[src/sv/uicc_pkg.sv]
// Shared types and constants for the UDP/IP ones'-complement checksum block.
package uicc_pkg;

    // Widths of the configuration port.
    localparam int CFG_INDEX_W = 2;
    localparam int CFG_DATA_W  = 32;

    // Configuration register indexes.
    localparam logic [CFG_INDEX_W-1:0] CFG_MODE_UDP            = 2'd0;
    localparam logic [CFG_INDEX_W-1:0] CFG_SOURCE_ADDRESS      = 2'd1;
    localparam logic [CFG_INDEX_W-1:0] CFG_DESTINATION_ADDRESS = 2'd2;

    // Protocol number that the UDP pseudo-header carries.
    localparam logic [15:0] UDP_PROTOCOL_NUMBER = 16'd17;

    // Width of the unfolded sum of seven 16-bit words.
    localparam int WIDE_SUM_W = 19;

    // Message summary handed from the byte accumulator to the finishing stages.
    typedef struct packed {
        logic [15:0] sum;
        logic [15:0] count;
    } msg_sum_t;

endpackage

[src/sv/uicc_accum.sv]
// Byte pairing, running ones'-complement sum and byte count for one message.
module uicc_accum
(
    input  logic               clk,
    input  logic               rst_n,
    input  logic               in_valid,
    output logic               in_ready,
    input  logic [7:0]         data_byte,
    input  logic               end_of_message,
    output logic               msg_valid,
    output uicc_pkg::msg_sum_t msg,
    input  logic               msg_ready
);

    logic [15:0]        running_sum_reg, running_sum_next;
    logic [7:0]         held_high_byte_reg, held_high_byte_next;
    logic               odd_phase_reg, odd_phase_next;
    logic [15:0]        byte_count_reg, byte_count_next;
    logic               msg_valid_reg, msg_valid_next;
    uicc_pkg::msg_sum_t msg_reg, msg_next;

    logic        accept;
    logic [15:0] count_inc;
    logic [15:0] word;
    logic [16:0] raw_add;
    logic [15:0] added;

    // The summary register frees up when the next stage takes it.
    assign in_ready = !msg_valid_reg || msg_ready;
    assign accept   = in_valid && in_ready;

    // One end-around-carry add. On a last byte in the even phase the word is
    // the byte padded with a zero low byte, which covers the odd-length case.
    assign count_inc = byte_count_reg + 16'd1;
    assign word      = odd_phase_reg ? {held_high_byte_reg, data_byte} : {data_byte, 8'h00};
    assign raw_add   = {1'b0, running_sum_reg} + {1'b0, word};
    assign added     = raw_add[16] ? (raw_add[15:0] + 16'd1) : raw_add[15:0];

    // Next state of the message accumulator and the summary register.
    always_comb
    begin
        running_sum_next    = running_sum_reg;
        held_high_byte_next = held_high_byte_reg;
        odd_phase_next      = odd_phase_reg;
        byte_count_next     = byte_count_reg;
        msg_valid_next      = msg_valid_reg && !msg_ready;
        msg_next            = msg_reg;
        if (accept)
        begin
            if (end_of_message)
            begin
                running_sum_next    = 16'd0;
                held_high_byte_next = 8'd0;
                odd_phase_next      = 1'b0;
                byte_count_next     = 16'd0;
                msg_valid_next      = 1'b1;
                msg_next.sum        = added;
                msg_next.count      = count_inc;
            end
            else
            begin
                byte_count_next = count_inc;
                if (odd_phase_reg)
                begin
                    running_sum_next = added;
                    odd_phase_next   = 1'b0;
                end
                else
                begin
                    held_high_byte_next = data_byte;
                    odd_phase_next      = 1'b1;
                end
            end
        end
    end

    // Control and accumulator state.
    always_ff @(posedge clk or negedge rst_n)
    begin
        if (!rst_n)
        begin
            running_sum_reg    <= 16'd0;
            held_high_byte_reg <= 8'd0;
            odd_phase_reg      <= 1'b0;
            byte_count_reg     <= 16'd0;
            msg_valid_reg      <= 1'b0;
        end
        else
        begin
            running_sum_reg    <= running_sum_next;
            held_high_byte_reg <= held_high_byte_next;
            odd_phase_reg      <= odd_phase_next;
            byte_count_reg     <= byte_count_next;
            msg_valid_reg      <= msg_valid_next;
        end
    end

    // Summary payload.
    always_ff @(posedge clk)
    begin
        msg_reg <= msg_next;
    end

    assign msg_valid = msg_valid_reg;
    assign msg       = msg_reg;

endmodule

[src/sv/udp_ip_ones_complement_checksum.sv]
// Top level of the UDP/IP ones'-complement checksum block.
// The block takes one message byte per cycle, back to back, unless the
// output stalls it, and pairs the bytes big-endian into 16-bit words that
// go into a running ones'-complement sum; a lone final byte is padded with
// a zero low byte. On the byte marked tlast it hands the sum and the byte
// count on, and the next message may start in the very next cycle. With
// mode_udp set, the pseudo-header (source and destination address, protocol
// 17 and the byte count modulo 65536) is added in a second stage, and a
// third stage folds the carries and complements. The path has three
// registers: the byte add, the seven-word pseudo-header sum and the carry
// fold. The user must write the configuration registers only while no
// message is in flight; the block itself does not enforce it.
module udp_ip_ones_complement_checksum
(
    input  logic                             clk,
    input  logic                             rst_n,
    // Configuration write port.
    input  logic                             cfg_wr_en,
    input  logic [uicc_pkg::CFG_INDEX_W-1:0] cfg_index,
    input  logic [uicc_pkg::CFG_DATA_W-1:0]  cfg_wr_data,
    // Input stream.
    input  logic                             s_axis_tvalid,
    output logic                             s_axis_tready,
    input  logic [7:0]                       s_axis_tdata,  // [7:0] data_byte
    input  logic                             s_axis_tlast,  // end_of_message
    // Result stream.
    output logic                             m_axis_tvalid,
    input  logic                             m_axis_tready,
    output logic [31:0]                      m_axis_tdata   // [15:0] checksum,
                                                            // [31:16] message_length
);

    logic        mode_udp_reg;
    logic [31:0] source_address_reg;
    logic [31:0] destination_address_reg;

    logic               msg_valid;
    uicc_pkg::msg_sum_t msg;
    logic               msg_ready;

    logic                            wide_valid_reg, wide_valid_next;
    logic [uicc_pkg::WIDE_SUM_W-1:0] wide_sum_reg, wide_sum_next;
    logic [15:0]                     wide_count_reg;
    logic                            wide_ready;

    logic        out_valid_reg, out_valid_next;
    logic [15:0] checksum_reg, checksum_next;
    logic [15:0] length_reg;
    logic        out_ready;

    logic [16:0] fold_once;
    logic [15:0] fold_twice;

    // Configuration registers; an index beyond the list is ignored.
    always_ff @(posedge clk or negedge rst_n)
    begin
        if (!rst_n)
        begin
            mode_udp_reg            <= 1'b1;
            source_address_reg      <= 32'd0;
            destination_address_reg <= 32'd0;
        end
        else if (cfg_wr_en)
        begin
            case (cfg_index)
                uicc_pkg::CFG_MODE_UDP:            mode_udp_reg <= cfg_wr_data[0];
                uicc_pkg::CFG_SOURCE_ADDRESS:      source_address_reg <= cfg_wr_data;
                uicc_pkg::CFG_DESTINATION_ADDRESS: destination_address_reg <= cfg_wr_data;
                default:                           mode_udp_reg <= mode_udp_reg;
            endcase
        end
    end

    // Byte pairing and message accumulation.
    uicc_accum u_accum
    (
        .clk            (clk),
        .rst_n          (rst_n),
        .in_valid       (s_axis_tvalid),
        .in_ready       (s_axis_tready),
        .data_byte      (s_axis_tdata),
        .end_of_message (s_axis_tlast),
        .msg_valid      (msg_valid),
        .msg            (msg),
        .msg_ready      (msg_ready)
    );

    // Stage two: sum of the message word and, in UDP mode, the pseudo-header words, unfolded.
    // Folding the wide sum twice gives the same value as a chain of
    // end-around-carry adds, zero included.
    assign out_ready  = !out_valid_reg || m_axis_tready;
    assign wide_ready = !wide_valid_reg || out_ready;
    assign msg_ready  = wide_ready;

    always_comb
    begin
        wide_valid_next = wide_valid_reg && !out_ready;
        wide_sum_next   = wide_sum_reg;
        if (msg_valid && wide_ready)
        begin
            wide_valid_next = 1'b1;
            if (mode_udp_reg)
            begin
                wide_sum_next = {3'd0, msg.sum}
                              + {3'd0, source_address_reg[31:16]}
                              + {3'd0, source_address_reg[15:0]}
                              + {3'd0, destination_address_reg[31:16]}
                              + {3'd0, destination_address_reg[15:0]}
                              + {3'd0, uicc_pkg::UDP_PROTOCOL_NUMBER}
                              + {3'd0, msg.count};
            end
            else
            begin
                wide_sum_next = {3'd0, msg.sum};
            end
        end
    end

    // Stage three: fold the carries back in and complement.
    assign fold_once  = {1'b0, wide_sum_reg[15:0]}
                      + {14'd0, wide_sum_reg[uicc_pkg::WIDE_SUM_W-1:16]};
    assign fold_twice = fold_once[15:0] + {15'd0, fold_once[16]};

    always_comb
    begin
        out_valid_next = out_valid_reg && !m_axis_tready;
        checksum_next  = checksum_reg;
        if (wide_valid_reg && out_ready)
        begin
            out_valid_next = 1'b1;
            checksum_next  = ~fold_twice;
        end
    end

    // Valid flags of the finishing stages.
    always_ff @(posedge clk or negedge rst_n)
    begin
        if (!rst_n)
        begin
            wide_valid_reg <= 1'b0;
            out_valid_reg  <= 1'b0;
        end
        else
        begin
            wide_valid_reg <= wide_valid_next;
            out_valid_reg  <= out_valid_next;
        end
    end

    // Payload of the finishing stages.
    always_ff @(posedge clk)
    begin
        wide_sum_reg <= wide_sum_next;
        checksum_reg <= checksum_next;
        if (msg_valid && wide_ready)
        begin
            wide_count_reg <= msg.count;
        end
        if (wide_valid_reg && out_ready)
        begin
            length_reg <= wide_count_reg;
        end
    end

    assign m_axis_tvalid = out_valid_reg;
    assign m_axis_tdata  = {length_reg, checksum_reg};

endmodule

[config.mk]
export PLATFORM = sky130hd
export DESIGN_NAME = udp_ip_ones_complement_checksum
export DESIGN_NICKNAME = d
export VERILOG_FILES = /design/src/sv/uicc_pkg.sv /design/src/sv/uicc_accum.sv /design/src/sv/udp_ip_ones_complement_checksum.sv
export SDC_FILE = /design/constraint.sdc
export NUM_CORES = 1
export LEC_CHECK = 0
export BUFFER_PORTS_ARGS = -buffer_cell sky130_fd_sc_hd__buf_2
export CAP_MARGIN = 40
export CORE_ASPECT_RATIO = 0.7
export CORE_MARGIN = 5
export CORE_UTILIZATION = 60
export CTS_CLUSTER_DIAMETER = 60
export DETAILED_ROUTE_END_ITERATION = 10
export PLACE_DENSITY = 0.79
export SYNTH_ARGS = -nofsm -noshare
export SYNTH_HDL_FRONTEND = slang
export SYNTH_HIERARCHICAL = 1
export SYNTH_SLANG_ARGS = --single-unit
[constraint.sdc]
create_clock -name clk -period 6.2 [get_ports clk]
set_input_delay 0.93 -clock clk [delete_from_list [all_inputs] [get_ports clk]]
set_output_delay 0.93 -clock clk [all_outputs]
set_load 0.02 [all_outputs]
==> impl_metrics.csv <==
group,metric,value,unit
floorplan,start_util,0.611,
worst_setup_path,reg2regPathDepth,16,
worst_setup_path,worstReg2RegStart,"source_address_reg[6]",
global_routing,gr-usage-met2,0.359,
worst_setup_path,endpoint_kind,"register",
timing,finClkSkew,10.9,ps
layout,drive_above_1_share,0.202,
synthesis,synth_top_area_frac,0.245,
worst_setup_path,r2r-end,"wide_sum_reg[15]",
synthesis,syn_area_per_cell,12.2,um^2
clock_network,clk_latency,500,ps
status,outcome,"complete, no violations",
global_routing,grt_usage,0.231,
global_routing,grt.met3_usage,0.0407,
worst_setup_path,arrival,4840,ps
timing,period_minus_slack,4590,ps
flow_run,maxCapViolations,0,
clock_network,cts-root-buf,"clkbuf_16",
floorplan,dieArea,0.0232,mm^2
timing,final-hold-violation-count,0,
clock_network,clock-sinks,208,
synthesis,synth_fp_nets,1162,
pwr,vdd_drop_max,0.433,mV
drt,drc,0,
global_routing,grt_max_degree,56,
worst_setup_path,crit_slowest_cell,"fa_1",
timing,slew_viol_final,0,
synthesis,synth_edf_count,99,
global_routing,antenna_found_initial,0,
clock_network,cts-buffers-inserted,21,
drt,vias_per_cell,5.85,
layout,fin_nets,1246,
synthesis,syn-cell-area,0.0121,mm^2
synthesis,synth_most_common_cell,"inv_1",
clock_network,post-cts-setup-buffer-count,0,
global_routing,grt_first_pass_wirelength,43200,um
worst_setup_path,criticalPathCategory,"register to register",
timing,rsz0062_at_grt,"false",
synthesis,synthArstFlopShare,0.524,
worst_setup_path,cp.buffers_inverters,4,
worst_setup_path,worstPathCellList,"inv_1 -> fa_1 -> inv_1 -> fa_1 -> inv_1 -> fa_1 -> inv_1 -> ha_1 -> ha_1 -> a21o_1 -> a21oi_1 -> a2bb2oi_1 -> o311a_1 -> o21bai_1 -> xor2_1 -> mux2_2",
worst_setup_path,cp_max_fo,4,
worst_setup_path,crit_family,"adder cells",
drt,route.vias.total,7963,
timing,worstMarginPinSlew,715,ps
synthesis,synthCells,992,
timing,slew_headroom,0.519,
layout,fillers,1421,
min_path,holdCritPathClass,"input pin to asynchronous set/reset pin",
global_routing,grt_use_met1,0.353,
floorplan,io_pins,82,
worst_setup_path,cp.required,6460,ps
clock_network,post_cts_resized,0,
drt,drtIter0Drc,676,
floorplan,die_h,129,um
layout,num_antenna_cells,0,
timing,fmax,218,MHz
timing,setup_violations,0,
worst_setup_path,cp-start-kind,"register",
synthesis,synth.area.top_cells,"edfxtp_1, dfrtp_1, fa_1",
synthesis,synth-warning-count,6,
synthesis,synth.distinct_cells,72,
global_routing,grt_busiest_layer,"met2",
floorplan,num_rows,43,
pwr,powerDensity,583,mW/mm^2
floorplan,fp.dieW,180,um
synthesis,yosys.area.top_type,"edfxtp_1",
pwr,leakage,6.07,nW
worst_setup_path,worst_path_largest_cell_delay,550,ps
layout,multi_input_area,0.00586,mm^2
clock_network,cts_tree,"built",
timing,tns,0,ps
layout,syn_to_final_growth,11.7,%
synthesis,synth-main-ff-cell,"dfrtp_1",
placement,dp_hpwl,19400,um
worst_setup_path,cp_common_cell,"inv_1",
global_routing,gr-total-overflow,0,
layout,register_area,0.00570,mm^2
drt,routed_wl,26200,um
placement,gp_congestion,0.897,
synthesis,synthTopCellsByCount,"inv_1, dfrtp_1, edfxtp_1",
drt,post_drt_wl_per_cell,19.2,um
worst_setup_path,regToRegSetupSlack,1610,ps
drt,drtPass1Iterations,5,
floorplan,core,0.0199,mm^2
pwr,p_total,7.90,mW
synthesis,ys_seq_elements,208,
timing,period_share,0.740,
synthesis,seq_area_frac_synth,0.470,
clock_network,clk_path_buf_depth,3,
clock_network,cts_max_level,1,
clock_network,cts_hold_buf,0,
clock_network,clk_pin_slew,70,ps
global_routing,grt_pass1_vias,8065,
drt,ant_nets,0,
placement,port_buffers,81,
## where the power goes
group	switching (mW)	leakage [nW]	internal, mW
sequential	0.186	2.29	1.82
combinational	2.52	3.43	2.04
clock	0.533	0.341	0.791
## how the worst max path moves through the flow
stage                                      startpoint  cells past startpoint  slack [ps]               end
after floorplan           destination_address_reg[23]                     14        1970  wide_sum_reg[15]
after global placement          source_address_reg[6]                     16        1840  wide_sum_reg[15]
after detailed placement        source_address_reg[6]                     16        1640  wide_sum_reg[13]
after CTS                       source_address_reg[6]                     16        1620  wide_sum_reg[15]
after global routing            source_address_reg[6]                     16        1410  wide_sum_reg[13]
final                           source_address_reg[6]                     16        1610  wide_sum_reg[15]
## through the flow
stage,hold slack [ps],setup slack [ps],utilization,instance area (um^2),cells
6_report,284,1610,0.682,13500,1361
5_1_grt,283,1410,0.682,13500,1361
4_1_cts,276,1620,0.682,13500,1361
3_5_place_dp,405,1640,0.647,12800,1323
3_3_place_gp,401,1840,0.645,12800,1321
2_1_floorplan,400,1970,-,12100,992
## worst reg2reg max path, stage by stage (launching register included)
cell and delay [ps]:
dfrtp_1 350, inv_1 70, fa_1 530, inv_1 50
fa_1 530, inv_1 60, fa_1 550, inv_1 50
ha_1 200, ha_1 340, a21o_1 180, a21oi_1 250
a2bb2oi_1 330, o311a_1 330, o21bai_1 120, xor2_1 150
mux2_2 260
## layout make-up
cell class	instances	share of cell area
clock buffers	26	0.0402
clock inverters	12	0.0116
inverters	114	0.0316
multi-input cells	640	0.433
flip-flops and latches	208	0.421
well taps	270	0.0249
repair buffers	91	0.0377
## layout by cell type, fill, tap and decap left out, types with 16 or more instances in the layout
| cell type | instances |
|---|---|
| a21o_1 | 21 |
| o21ai_0 | 38 |
| clkbuf_16 | 21 |
| nand3_1 | 25 |
| inv_1 | 114 |
| ha_1 | 58 |
| fa_1 | 64 |
| xnor2_1 | 34 |
| nor2_1 | 23 |
| and2_1 | 19 |
| buf_2 | 80 |
| dfrtp_1 | 108 |
| nand2_1 | 61 |
| xor2_1 | 38 |
| edfxtp_1 | 99 |
| a32o_1 | 16 |
| mux2_2 | 85 |
| a21oi_1 | 30 |
## layer usage
metal / vias up / wire length (um)
met4: 0 / 356
met5: - / 0
met2: 254 / 11700
li1: 3665 / -
met3: 33 / 1730
met1: 4011 / 12400
## logic make-up after synthesis
kind of cell / count (synthesis) / synth area share
compound gates: 174 / 0.104
xor+xnor: 73 / 0.0533
fa+ha+maj: 122 / 0.166
buf+inv: 144 / 0.0464
flops: 208 / 0.470
mux: 86 / 0.0799
simple gates: 185 / 0.0807
No activity file was read; power rests on OpenSTA's default activity.
